<file path="src/rtl/tdt_pkg.sv">
package tdt_pkg;

    localparam int CHAR_CODES  = 128;
    localparam int NUM_STATES  = 11;
    localparam int TABLE_DEPTH = CHAR_CODES * NUM_STATES;
    localparam int ADDR_W      = $clog2(TABLE_DEPTH);

    localparam int CHAR_W  = 7;
    localparam int COL_W   = 4;
    localparam int STATE_W = 7;
    localparam int TYPE_W  = 3;

    // Most results one input can cause, and the result queue around them
    localparam int MAX_RES    = 3;
    localparam int FIFO_DEPTH = 8;
    localparam int FIFO_PTR_W = $clog2(FIFO_DEPTH);
    localparam int FIFO_CNT_W = FIFO_PTR_W + 1;

    localparam logic [STATE_W-1:0] ST_START    = 7'd0;
    localparam logic [STATE_W-1:0] ST_WORD     = 7'd1;
    localparam logic [STATE_W-1:0] ST_INT      = 7'd2;
    localparam logic [STATE_W-1:0] ST_REAL     = 7'd4;
    localparam logic [STATE_W-1:0] ST_REAL_EXP = 7'd9;
    localparam logic [STATE_W-1:0] ST_SPECIAL  = 7'd10;
    localparam logic [STATE_W-1:0] ST_DELIM    = 7'd55;
    localparam logic [STATE_W-1:0] ST_ERROR    = 7'd99;

    localparam logic [CHAR_W-1:0] CH_SPACE = 7'd32;

    localparam logic [TYPE_W-1:0] TT_WORD    = 3'd0;
    localparam logic [TYPE_W-1:0] TT_INT     = 3'd1;
    localparam logic [TYPE_W-1:0] TT_REAL    = 3'd2;
    localparam logic [TYPE_W-1:0] TT_SPECIAL = 3'd3;
    localparam logic [TYPE_W-1:0] TT_NONE    = 3'd4;

    typedef enum logic [1:0] {
        OP_LOAD = 2'd0,
        OP_CHAR = 2'd1,
        OP_EOF  = 2'd2,
        OP_RSVD = 2'd3
    } op_t;

    typedef enum logic [1:0] {
        KIND_CHAR  = 2'd0,
        KIND_END   = 2'd1,
        KIND_ERROR = 2'd2,
        KIND_NONE  = 2'd3
    } kind_t;

    typedef struct packed {
        kind_t              kind;
        logic [CHAR_W-1:0]  ch;
        logic [TYPE_W-1:0]  ttype;
        logic               last;
    } result_t;

    // Up to three results written into the queue in one cycle
    typedef struct packed {
        logic [1:0]                 cnt;
        result_t [MAX_RES-1:0]      res;
    } push_t;

    typedef struct packed {
        logic                we;
        logic                re;
        logic [ADDR_W-1:0]   addr;
        logic [STATE_W-1:0]  wdata;
    } ram_req_t;

    function automatic logic [TYPE_W-1:0] type_of(input logic [STATE_W-1:0] s);
        logic [TYPE_W-1:0] t;
        case (s)
            ST_WORD:                       t = TT_WORD;
            ST_INT:                        t = TT_INT;
            ST_REAL, ST_REAL_EXP:          t = TT_REAL;
            ST_START, ST_SPECIAL, ST_DELIM: t = TT_SPECIAL;
            default:                       t = TT_NONE;
        endcase
        return t;
    endfunction

    function automatic logic [ADDR_W-1:0] table_addr(input logic [CHAR_W-1:0]  c,
                                                     input logic [STATE_W-1:0] s);
        return ADDR_W'(c) * ADDR_W'(NUM_STATES) + ADDR_W'(s);
    endfunction

    function automatic result_t mk_res(input kind_t kind, input logic [CHAR_W-1:0] ch,
                                       input logic [TYPE_W-1:0] ttype);
        result_t r;
        r.kind  = kind;
        r.ch    = ch;
        r.ttype = ttype;
        r.last  = 1'b0;
        return r;
    endfunction

endpackage

</file>
<file path="src/rtl/tdt_result_fifo.sv">
module tdt_result_fifo
    import tdt_pkg::*;
(
    input  logic     clk,
    input  logic     rst_n,
    input  push_t    push,
    output logic     room,
    output logic     out_valid,
    input  logic     out_ready,
    output result_t  out_res
);

    result_t                entry_reg [FIFO_DEPTH];
    logic [FIFO_PTR_W-1:0]  wr_ptr_reg;
    logic [FIFO_PTR_W-1:0]  wr_ptr_next;
    logic [FIFO_PTR_W-1:0]  rd_ptr_reg;
    logic [FIFO_PTR_W-1:0]  rd_ptr_next;
    logic [FIFO_CNT_W-1:0]  count_reg;
    logic [FIFO_CNT_W-1:0]  count_next;
    logic                   pop;

    assign out_valid = (count_reg != '0);
    assign out_res   = entry_reg[rd_ptr_reg];
    assign pop       = out_valid && out_ready;
    // Room for the worst case of one input item
    assign room      = (count_reg <= FIFO_CNT_W'(FIFO_DEPTH - MAX_RES));

    always_comb
    begin
        wr_ptr_next = wr_ptr_reg + FIFO_PTR_W'(push.cnt);
        rd_ptr_next = rd_ptr_reg + FIFO_PTR_W'(pop);
        count_next  = count_reg + FIFO_CNT_W'(push.cnt) - FIFO_CNT_W'(pop);
    end

    always_ff @(posedge clk)
    begin
        for (int k = 0; k < MAX_RES; k++)
        begin
            if (2'(k) < push.cnt)
            begin
                entry_reg[wr_ptr_reg + FIFO_PTR_W'(k)] <= push.res[k];
            end
        end
    end

    always_ff @(posedge clk or negedge rst_n)
    begin
        if (!rst_n)
        begin
            wr_ptr_reg <= '0;
            rd_ptr_reg <= '0;
            count_reg  <= '0;
        end
        else
        begin
            wr_ptr_reg <= wr_ptr_next;
            rd_ptr_reg <= rd_ptr_next;
            count_reg  <= count_next;
        end
    end

endmodule

</file>
<file path="config.mk">
export PLATFORM = sky130hd
export DESIGN_NAME = tdt_result_fifo
export DESIGN_NICKNAME = d
export VERILOG_FILES = /design/src/rtl/tdt_pkg.sv /design/src/rtl/tdt_result_fifo.sv
export SDC_FILE = /design/constraint.sdc
export NUM_CORES = 1
export LEC_CHECK = 0
export BUFFER_PORTS_ARGS = -buffer_cell sky130_fd_sc_hd__buf_2
export CORE_ASPECT_RATIO = 1.1
export CORE_UTILIZATION = 36
export CTS_CLUSTER_DIAMETER = 40
export CTS_CLUSTER_SIZE = 24
export DETAILED_ROUTE_END_ITERATION = 8
export PLACE_DENSITY_LB_ADDON = 0.1
export SYNTH_ARGS = -nofsm -noshare
export SYNTH_HDL_FRONTEND = slang
export SYNTH_SLANG_ARGS = --single-unit
</file>
<file path="constraint.sdc">
create_clock -name clk -period 2.7 [get_ports clk]
set_input_delay 0.135 -clock clk [delete_from_list [all_inputs] [get_ports clk]]
set_output_delay 0.135 -clock clk [all_outputs]
set_load 0.01 [all_outputs]
</file>
==> reports/results.ini <==
[worst_setup_path]
crit_path_cell_trace=buf_12, mux4_2, mux2_2, buf_2
cp_num_buf_inv=2
cp.depth=4
r2r_end=entry_reg[4][12]
setup.worst_path.start_class=flip-flop
endpoint=out_res[11]
reg2reg_depth=4
worstReg2RegStart=wr_ptr_reg[0]
critPathCaptureType=output pin
cp_top_family=multiplexers
ff2ff_setup_slack_ps=270
critPathArrivalTime_ps=2360
cp-startpoint=rd_ptr_reg[0]
cp_slowest_cell=dfrtp_2
crit_required_ps=2570
critical_path.max_fanout=15
critical_path_class=reg -> out
max_stage_delay_ps=750

[floorplanning]
ios=59
core_area_um2=20700
start_util_pct=37.1
dieArea_um2=21900
die_h_um=155
die_w_um=141
rows=55

[timing]
fmax_mhz=401
tightest_slew_ps=985
finalHoldViolCount=0
clock_skew_ps=6.05
fin_crit_sh_pct=92.3
rsz0062_at_grt=no
slew_headroom_pct=34.3
finalSetupTns_ps=0
finalCriticalPeriod_ps=2490
setup_viol=0
setup_ws_ps=208
slew_violations=0

[routing]
vias=6981
post_drt_wl_per_cell_um=24.4
ant_nets=0
drc=0
dr.pass1.iters=5
drt-total-wl_um=27000
via_per_inst=6.31
drt_iter0_markers=804

[synth]
synth_edf_count=104
yosysMostFrequentCell=nand2_1
ys_seq_area_share_pct=43.9
synthFlopType=edfxtp_1
synth_area_per_cell_um2=9.65
synthesis.area_um2=7680
synth-seq-cells=114
synth_common_cells=nand2_1, a31oi_1, edfxtp_1, nor3_1, o21ai_0
yosys.area.top_type_share_pct=40.7
synth_async_sr_flop_share_pct=8.77
synth_top_cell_by_area=edfxtp_1
yosys_warnings=0
synth_area_leaders=edfxtp_1, a31oi_1, mux4_2
yosysUniqueCellTypes=40
synth_fp_nets=851
synth_cells=796

[grt]
grt_pass1_vias=6690
antenna_found_initial=0
grt_overflow=0
grt_pass1_wl_um=40500
grt_max_degree=108
grt_usage_pct=25.2

[power_and_ir_drop]
p_int_mw=6.61
pwr-share-seq_pct=28.4
clkPwrFrac_pct=17.5
p_sw_mw=5.30
power_frac_comb_pct=54.1
irDropWorstVdd_v=0.00140
swShare_pct=44.5
power_density_nw_per_um2=1340
leakagePower_nw=2.90

[clocking]
clk_path_buf_depth=2
cts_buffers=17
cts.sinks=114
worstSkewPairLatency_ps=410
ctsResizeCount=0
cts_tree=done
h-tree-depth=4
clk_pin_slew_ps=50
cts_root_buffer=clkbuf_16

[layout]
drive_above_1_share_pct=22.3
largest_reg_flops=104
nFillCells=1965
antennaDiodeCount=0
syn_to_final_growth_pct=15.4
nets=864

[min_path]
worst_hold_path_type=in -> reg

[placed_design]
place_congestion=0.820
dp_hpwl_um=16400
io_buffers=58
dpl_worst_slack_ps=309

[outcome]
outcome=finished, final reports clean

[run]
drv_cap=0

==> stage by stage <==
step | power, mW | util [%] | hold slack [ps] | area (um^2) | std cells
after floorplan | 7.38 | - | -161 | 7680 | 796
after global placement | 9.71 | 40.1 | 11.8 | 8310 | 1074
after detailed placement | 9.83 | 40.1 | 14.5 | 8310 | 1074
after CTS | 11.9 | 42.8 | 33.4 | 8870 | 1107
after global routing | 12.5 | 42.8 | 61.4 | 8870 | 1107
final | 11.9 | 42.8 | 44.8 | 8870 | 1107
==> layout by cell type (no fill, tap or decap), types with 5 or more instances in the layout <==
master	count
and4b_1	26
dfrtp_1	8
clkbuf_1	5
inv_1	12
o21ai_0	101
clkinv_2	5
clkbuf_16	18
and4_1	13
a31oi_1	104
nor4bb_1	13
buf_4	34
mux2_2	14
mux4_2	26
buf_2	58
edfxtp_1	104
nand2_1	108
nor3_1	104
ha_1	9
or2_2	6
o22ai_2	6
==> timing repair <==
item	4_1_cts	5_1_grt
endpoints found under the hold margin	10	0
hold buffers	1	0
setup buffers	0	0
==> metal layers <==
| metal | part of all wire [%] | track usage (%) |
|---|---|---|
| met1 | 42 | 33.9 |
| met2 | 46 | 39.8 |
| met3 | 8.7 | 4.34 |
| met4 | 3.5 | 11.4 |
| met5 | 0 | 0 |
==> area by class of cell <==
cell class / instances / area [um^2] / area share (%)
tap: 285 / 357 / 4.02
inverter: 12 / 45.0 / 0.508
clock buffer: 27 / 524 / 5.91
multi-input combinational: 567 / 3910 / 44.0
timing repair buffer: 97 / 636 / 7.17
sequential: 114 / 3380 / 38.1
clock inverter: 5 / 25.0 / 0.282
==> power by group through the flow <==
stage          Clock [mW]  Sequential, mW  Combinational [mW]
2_1_floorplan           0            3.19                4.19
3_3_place_gp            0            3.42                6.29
3_5_place_dp            0            3.43                6.39
4_1_cts              2.12            3.40                6.40
5_1_grt              2.19            3.46                6.89
6_report             2.09            3.39                6.44
==> logic make-up after synthesis <==
group	share of synthesized area, %
fa+ha+maj	2.12
simple gates	20.5
flops	43.9
buf+inv	6.11
mux	9.94
xor+xnor	1.14
compound gates	16.3
==> worst min-delay path by stage <==
stage	startpoint	end	slack (ps)	depth (start not counted)
after floorplan	rst_n	count_reg[0]	-160	0
after global placement	rst_n	count_reg[3]	10	1
after detailed placement	rst_n	count_reg[2]	10	1
after CTS	push[39]	count_reg[0]	30	2
after global routing	push[39]	count_reg[0]	60	2
final	push[39]	count_reg[0]	40	2
No activity file was read; power rests on OpenSTA's default activity.
