<file path="src/rtl/tdt_pkg.sv">
package tdt_pkg;

    localparam int CHAR_CODES  = 128;
    localparam int NUM_STATES  = 11;
    localparam int TABLE_DEPTH = CHAR_CODES * NUM_STATES;
    localparam int ADDR_W      = $clog2(TABLE_DEPTH);

    localparam int CHAR_W  = 7;
    localparam int COL_W   = 4;
    localparam int STATE_W = 7;
    localparam int TYPE_W  = 3;

    // Most results one input can cause, and the result queue around them
    localparam int MAX_RES    = 3;
    localparam int FIFO_DEPTH = 8;
    localparam int FIFO_PTR_W = $clog2(FIFO_DEPTH);
    localparam int FIFO_CNT_W = FIFO_PTR_W + 1;

    localparam logic [STATE_W-1:0] ST_START    = 7'd0;
    localparam logic [STATE_W-1:0] ST_WORD     = 7'd1;
    localparam logic [STATE_W-1:0] ST_INT      = 7'd2;
    localparam logic [STATE_W-1:0] ST_REAL     = 7'd4;
    localparam logic [STATE_W-1:0] ST_REAL_EXP = 7'd9;
    localparam logic [STATE_W-1:0] ST_SPECIAL  = 7'd10;
    localparam logic [STATE_W-1:0] ST_DELIM    = 7'd55;
    localparam logic [STATE_W-1:0] ST_ERROR    = 7'd99;

    localparam logic [CHAR_W-1:0] CH_SPACE = 7'd32;

    localparam logic [TYPE_W-1:0] TT_WORD    = 3'd0;
    localparam logic [TYPE_W-1:0] TT_INT     = 3'd1;
    localparam logic [TYPE_W-1:0] TT_REAL    = 3'd2;
    localparam logic [TYPE_W-1:0] TT_SPECIAL = 3'd3;
    localparam logic [TYPE_W-1:0] TT_NONE    = 3'd4;

    typedef enum logic [1:0] {
        OP_LOAD = 2'd0,
        OP_CHAR = 2'd1,
        OP_EOF  = 2'd2,
        OP_RSVD = 2'd3
    } op_t;

    typedef enum logic [1:0] {
        KIND_CHAR  = 2'd0,
        KIND_END   = 2'd1,
        KIND_ERROR = 2'd2,
        KIND_NONE  = 2'd3
    } kind_t;

    typedef struct packed {
        kind_t              kind;
        logic [CHAR_W-1:0]  ch;
        logic [TYPE_W-1:0]  ttype;
        logic               last;
    } result_t;

    // Up to three results written into the queue in one cycle
    typedef struct packed {
        logic [1:0]                 cnt;
        result_t [MAX_RES-1:0]      res;
    } push_t;

    typedef struct packed {
        logic                we;
        logic                re;
        logic [ADDR_W-1:0]   addr;
        logic [STATE_W-1:0]  wdata;
    } ram_req_t;

    function automatic logic [TYPE_W-1:0] type_of(input logic [STATE_W-1:0] s);
        logic [TYPE_W-1:0] t;
        case (s)
            ST_WORD:                       t = TT_WORD;
            ST_INT:                        t = TT_INT;
            ST_REAL, ST_REAL_EXP:          t = TT_REAL;
            ST_START, ST_SPECIAL, ST_DELIM: t = TT_SPECIAL;
            default:                       t = TT_NONE;
        endcase
        return t;
    endfunction

    function automatic logic [ADDR_W-1:0] table_addr(input logic [CHAR_W-1:0]  c,
                                                     input logic [STATE_W-1:0] s);
        return ADDR_W'(c) * ADDR_W'(NUM_STATES) + ADDR_W'(s);
    endfunction

    function automatic result_t mk_res(input kind_t kind, input logic [CHAR_W-1:0] ch,
                                       input logic [TYPE_W-1:0] ttype);
        result_t r;
        r.kind  = kind;
        r.ch    = ch;
        r.ttype = ttype;
        r.last  = 1'b0;
        return r;
    endfunction

endpackage

</file>
<file path="src/rtl/tdt_lexer.sv">
module tdt_lexer
    import tdt_pkg::*;
(
    input  logic                clk,
    input  logic                rst_n,
    input  logic                in_valid,
    output logic                in_ready,
    input  op_t                 op,
    input  logic [CHAR_W-1:0]   char_code,
    input  logic [COL_W-1:0]    entry_state,
    input  logic [STATE_W-1:0]  entry_next,
    input  logic                room,
    output ram_req_t            ram_req,
    input  logic [STATE_W-1:0]  ram_q,
    output push_t               push
);

    logic [STATE_W-1:0]  state_reg,  state_next;
    logic                v1_reg,     v1_next;
    logic                rep_reg,    rep_next;
    op_t                 op1_reg,    op1_next;
    logic [CHAR_W-1:0]   c1_reg,     c1_next;
    logic [STATE_W-1:0]  prev1_reg,  prev1_next;
    logic                inr1_reg,   inr1_next;
    logic [TYPE_W-1:0]   pend_reg,   pend_next;
    logic                accept;

    assign in_ready = !v1_reg && room;
    assign accept   = in_valid && in_ready;

    always_comb
    begin
        logic [STATE_W-1:0] n;
        logic [STATE_W-1:0] adv_prev;
        logic               adv_en;
        logic [1:0]         cnt;
        result_t            slot [MAX_RES];

        state_next = state_reg;
        v1_next    = v1_reg;
        rep_next   = rep_reg;
        op1_next   = op1_reg;
        c1_next    = c1_reg;
        prev1_next = prev1_reg;
        inr1_next  = inr1_reg;
        pend_next  = pend_reg;
        ram_req    = '0;
        cnt        = '0;
        adv_en     = 1'b0;
        adv_prev   = prev1_reg;
        for (int k = 0; k < MAX_RES; k++)
        begin
            slot[k] = mk_res(KIND_NONE, '0, TT_NONE);
        end

        // An entry outside the table reads as an error
        n = inr1_reg ? ram_q : ST_ERROR;

        // Accept side: loads write at once, characters start their lookup, end of input waits for evaluation
        if (accept)
        begin
            case (op)
                OP_LOAD:
                begin
                    if (32'(char_code) < CHAR_CODES && 32'(entry_state) < NUM_STATES)
                    begin
                        ram_req.we    = 1'b1;
                        ram_req.addr  = table_addr(char_code, STATE_W'(entry_state));
                        ram_req.wdata = entry_next;
                    end
                end
                OP_CHAR:
                begin
                    ram_req.re = 1'b1;
                    ram_req.addr = table_addr(char_code, state_reg);
                    v1_next    = 1'b1;
                    op1_next   = OP_CHAR;
                    c1_next    = char_code;
                    prev1_next = state_reg;
                    inr1_next  = (32'(char_code) < CHAR_CODES) && (32'(state_reg) < NUM_STATES);
                end
                OP_EOF:
                begin
                    v1_next  = 1'b1;
                    op1_next = OP_EOF;
                end
                default:
                begin
                end
            endcase
        end

        // Evaluate side
        if (v1_reg)
        begin
            if (op1_reg == OP_EOF)
            begin
                if (state_reg == ST_WORD || state_reg == ST_INT || state_reg == ST_REAL ||
                    state_reg == ST_REAL_EXP || state_reg == ST_SPECIAL ||
                    state_reg == ST_DELIM)
                begin
                    slot[0] = mk_res(KIND_END, '0, type_of(state_reg));
                end
                else
                begin
                    slot[0] = mk_res(KIND_NONE, '0, TT_NONE);
                end
                cnt        = 2'd1;
                state_next = ST_START;
                v1_next    = 1'b0;
            end
            else if (!rep_reg)
            begin
                if (n == ST_DELIM)
                begin
                    state_next = ST_START;
                    if (c1_reg == CH_SPACE)
                    begin
                        slot[0] = mk_res(KIND_END, '0, type_of(prev1_reg));
                        cnt     = 2'd1;
                        v1_next = 1'b0;
                    end
                    else
                    begin
                        // Hold the token end and run the character again from start
                        rep_next     = 1'b1;
                        pend_next    = type_of(prev1_reg);
                        inr1_next    = 1'b1;
                        ram_req.re   = 1'b1;
                        ram_req.addr = table_addr(c1_reg, ST_START);
                    end
                end
                else
                begin
                    adv_en  = 1'b1;
                    v1_next = 1'b0;
                end
            end
            else
            begin
                slot[0]  = mk_res(KIND_END, '0, pend_reg);
                cnt      = 2'd1;
                adv_prev = ST_START;
                if (n == ST_DELIM)
                begin
                    slot[1] = mk_res(KIND_ERROR, c1_reg, TT_NONE);
                    cnt     = 2'd2;
                end
                else
                begin
                    adv_en = 1'b1;
                end
                rep_next = 1'b0;
                v1_next  = 1'b0;
            end

            if (adv_en)
            begin
                if (n == ST_ERROR)
                begin
                    slot[cnt]  = mk_res(KIND_ERROR, c1_reg, TT_NONE);
                    cnt        = cnt + 2'd1;
                    state_next = ST_START;
                end
                else
                begin
                    if (n != ST_START)
                    begin
                        slot[cnt] = mk_res(KIND_CHAR, c1_reg, TT_NONE);
                        cnt       = cnt + 2'd1;
                    end
                    if (n == ST_SPECIAL)
                    begin
                        slot[cnt]  = mk_res(KIND_END, '0, type_of(adv_prev));
                        cnt        = cnt + 2'd1;
                        state_next = ST_START;
                    end
                    else
                    begin
                        state_next = n;
                    end
                end
            end

            // Flag the final result of this item
            if (cnt != 2'd0)
            begin
                slot[cnt - 2'd1].last = 1'b1;
            end
        end

        push.cnt = cnt;
        for (int k = 0; k < MAX_RES; k++)
        begin
            push.res[k] = slot[k];
        end
    end

    always_ff @(posedge clk or negedge rst_n)
    begin
        if (!rst_n)
        begin
            state_reg <= ST_START;
            v1_reg    <= 1'b0;
            rep_reg   <= 1'b0;
        end
        else
        begin
            state_reg <= state_next;
            v1_reg    <= v1_next;
            rep_reg   <= rep_next;
        end
    end

    always_ff @(posedge clk)
    begin
        op1_reg   <= op1_next;
        c1_reg    <= c1_next;
        prev1_reg <= prev1_next;
        inr1_reg  <= inr1_next;
        pend_reg  <= pend_next;
    end

endmodule

</file>
<file path="config.mk">
export PLATFORM = sky130hd
export DESIGN_NAME = tdt_lexer
export DESIGN_NICKNAME = d
export VERILOG_FILES = /design/src/rtl/tdt_pkg.sv /design/src/rtl/tdt_lexer.sv
export SDC_FILE = /design/constraint.sdc
export NUM_CORES = 1
export LEC_CHECK = 0
export ABC_CLOCK_PERIOD_IN_PS = 4640
export BUFFER_PORTS_ARGS = -buffer_cell sky130_fd_sc_hd__buf_4
export CORE_ASPECT_RATIO = 0.75
export CORE_MARGIN = 1.5
export CORE_UTILIZATION = 55
export DETAILED_ROUTE_END_ITERATION = 8
export GPL_ROUTABILITY_DRIVEN = 0
export GPL_TIMING_DRIVEN = 0
export PLACE_DENSITY = 0.81
export SETUP_SLACK_MARGIN = 0.15
export SLEW_MARGIN = 10
export SYNTH_ARGS = -nofsm -noshare
export SYNTH_HDL_FRONTEND = slang
export SYNTH_SLANG_ARGS = --single-unit
</file>
<file path="constraint.sdc">
create_clock -name clk -period 4.64 [get_ports clk]
set_clock_uncertainty 0.1 [all_clocks]
set_input_delay 0.464 -clock clk [delete_from_list [all_inputs] [get_ports clk]]
set_output_delay 0.464 -clock clk [all_outputs]
set_load 0.005 [all_outputs]
</file>
==> flow_summary.json <==
{
  "grt_antenna_before_repair": 0,
  "peakVddDrop_uv": 161,
  "cts.sinks": 29,
  "power_density_mw_per_mm2": 269,
  "crit_chain": "buf_4 > ha_1 > fa_1 > ha_4 > a211oi_4 > nor2_2 > xor2_2 > ha_2 > or4_1 > o22ai_2 > o32ai_1 > and4b_1 > or3b_1 > buf_4",
  "wl_met2_um": 5180,
  "end_kind": "output pin",
  "die-width_um": 103,
  "first_pass_iters": 5,
  "synthFlopType": "edfxtp_1",
  "grt_overflow": 0,
  "synth-edff-count": 19,
  "cts_tree": "done",
  "crit_top_cell": "buf_4",
  "hold_end": "c1_reg[6]",
  "required_ns": 4.08,
  "drive_gt1_share_pct": 21.9,
  "startpoint_type": "input pin",
  "synth-seq-cells": 29,
  "grt_pass1_vias": 3896,
  "ant_nets": 0,
  "port_buffers": 92,
  "period_share_pct": 97.4,
  "drt-met1-wl_um": 5270,
  "fin_crit_ns": 4.52,
  "grt_pass1_wl_um": 18500,
  "hold_viol_final": 0,
  "fmax_ghz": 0.221,
  "async_flop_share_pct": 31.0,
  "initial_core_util_pct": 56.4,
  "hold_path.startpoint": "char_code[6]",
  "avgSynthCellArea_um2": 8.09,
  "core_mm2": 0.00726,
  "nNetsFinal": 710,
  "syn_area_mm2": 0.00410,
  "hold_path.class": "input pin to register",
  "layout_common_cells": "98 x buf_4, 52 x ha_1, 51 x inv_1",
  "grt_setup_unrepaired": "yes",
  "synthToLayoutAreaGrowth_pct": 26.7,
  "nFillCells": 575,
  "clockBufferDepth": 2,
  "worstPathArrival_ns": 3.96,
  "slowest_stage": "or4_1",
  "power.total_w": 0.00140,
  "layout_commonest_cell": "buf_4",
  "worst_slack_ns": 0.120,
  "clock_latency_ns": 0.28,
  "multi_input_area_mm2": 0.00317,
  "via_per_inst": 6.09,
  "antenna_cells": 0,
  "cts.clk_slew.worst_paths_ns": 0.06,
  "r2r_end": "pend_reg[0]",
  "worst_pin_slew_ns": 0.863,
  "globalRouteTotalUtil_pct": 29.8,
  "die_area_mm2": 0.00798,
  "report.final.slew_viol_count": 0,
  "drtIter0Drc": 408,
  "cellLeakagePower_nw": 2.42,
  "cp_num_buf_inv": 2,
  "cts-root-buf": "clkbuf_8",
  "path_delay_family": "simple AND/OR/NAND/NOR gates",
  "hold-path-cell-count": 1,
  "pin_count": 93,
  "dp_hpwl_um": 9430,
  "status": "completed",
  "r2r-start": "op1_reg[1]",
  "dr.max_layer_used": "met4",
  "rrSetupSlack_ns": 1.66,
  "crit_type": "input pin to output pin",
  "reg2reg_depth": 5,
  "die_y_um": 77.7,
  "vias": 4349,
  "design_area_mm2": 0.00519,
  "syn_inst": 506,
  "yosysWarningCount": 0,
  "core.rowCount": 27,
  "crit_path_max_incr_delay_ns": 0.55,
  "setup_viol": 0,
  "ff_latch_area_um2": 816,
  "ys_seq_area_share_pct": 19.9,
  "fin_tns_setup_ns": 0,
  "syn-num-nets": 604,
  "slew_headroom_pct": 42.3,
  "wl_per_cell_um": 16.9,
  "cp_max_fo": 6,
  "wl_met3_um": 1380,
  "pre_cts_ws_ns": -0.366,
  "htreeDepth": 2,
  "cts_buffers": 5,
  "wirelength_um": 12000,
  "postPlaceCellArea_mm2": 0.00491,
  "grt_max_degree": 17,
  "maxCapViolations": 0,
  "ys_types": 69,
  "drc": 0
}
==> worst register-to-register path: stages (launching register included) <==
cell	delay, ns
edfxtp_1	0.37
nand2b_1	0.08
clkbuf_1	0.39
nand2_1	0.30
a2111oi_2	0.86
clkbuf_1	0.52
==> stage by stage <==
step / hold WS, ns / cells / utilization, %
2_1_floorplan: 0.0684 / 506 / -
3_3_place_gp: 0.196 / 699 / 67.6
3_5_place_dp: 0.196 / 699 / 67.6
4_1_cts: 0.300 / 710 / 70.6
5_1_grt: 0.301 / 714 / 71.4
6_report: 0.302 / 714 / 71.4
==> cell families (layout without fill, tap and decap cells) <==
group | after synthesis | count (layout) | share of synthesized area [%]
muxes | 3 | 3 | 0.794
xor gates and xnor gates | 22 | 22 | 4.89
AOI/OAI and AO/OA | 126 | 126 | 20.7
DFF | 29 | 29 | 19.9
and+or+nand+nor | 198 | 198 | 25.8
buffers and inverters | 61 | 168 | 5.62
adders and majority gates | 67 | 67 | 22.3
==> what timing repair did <==
action                     CTS  global route
hold buffers                 1             0
cloned                       0             0
hold endpoints to repair     9             0
setup buffers                2             4
pin swaps                    4             5
setup endpoints to repair    7            14
gates resized for setup     11             7
==> report_power, final <==
| group | switching (W) | internal, W |
|---|---|---|
| clock | 0.0000958 | 0.000134 |
| sequential | 0.0000408 | 0.000306 |
| combinational | 0.000461 | 0.000360 |
==> final cells by class <==
| cell class | count | share of cell area, % |
|---|---|---|
| multi-input cells | 416 | 61.1 |
| clock buffers | 7 | 1.86 |
| clock inverters | 1 | 0.0965 |
| flip-flops and latches | 29 | 15.7 |
| inverters | 51 | 3.69 |
| plain buffers | 10 | 0.748 |
| well taps | 101 | 2.44 |
| repair buffers | 99 | 14.4 |
==> cell usage after synthesis (all sizes together) (9+ instances only) <==
cell,instances,area (µm²)
ha,57,713
inv,51,191
nor2,46,173
nand2,43,161
o21ai,34,170
a21oi,27,135
and2,22,138
edfxtp,19,571
nor2b,16,100
nand2b,12,75.1
xnor2,12,113
nor3,11,55.1
fa,10,200
xor2,10,87.6
clkbuf,9,33.8
dfrtp,9,225
==> metal layers <==
metal  global-route usage, %  vias to the layer above
met2                    45.6                      292
li1                        -                     2025
met5                       0                        -
met3                    6.40                       26
met1                    43.5                     2006
met4                    5.48                        0
==> how the worst max path moves through the flow <==
stage | start | endpoint | slack [ns] | depth (start not counted)
after global placement | char_code[1] | ram_req[16] | -0.31 | 15
after detailed placement | char_code[1] | ram_req[16] | -0.37 | 15
after floorplan | char_code[1] | ram_req[16] | 0.36 | 13
after CTS | char_code[0] | ram_req[16] | 0.14 | 14
after global routing | char_code[1] | ram_req[16] | 0.05 | 14
final | char_code[1] | ram_req[16] | 0.12 | 14
(Power assumes the default switching activity.)
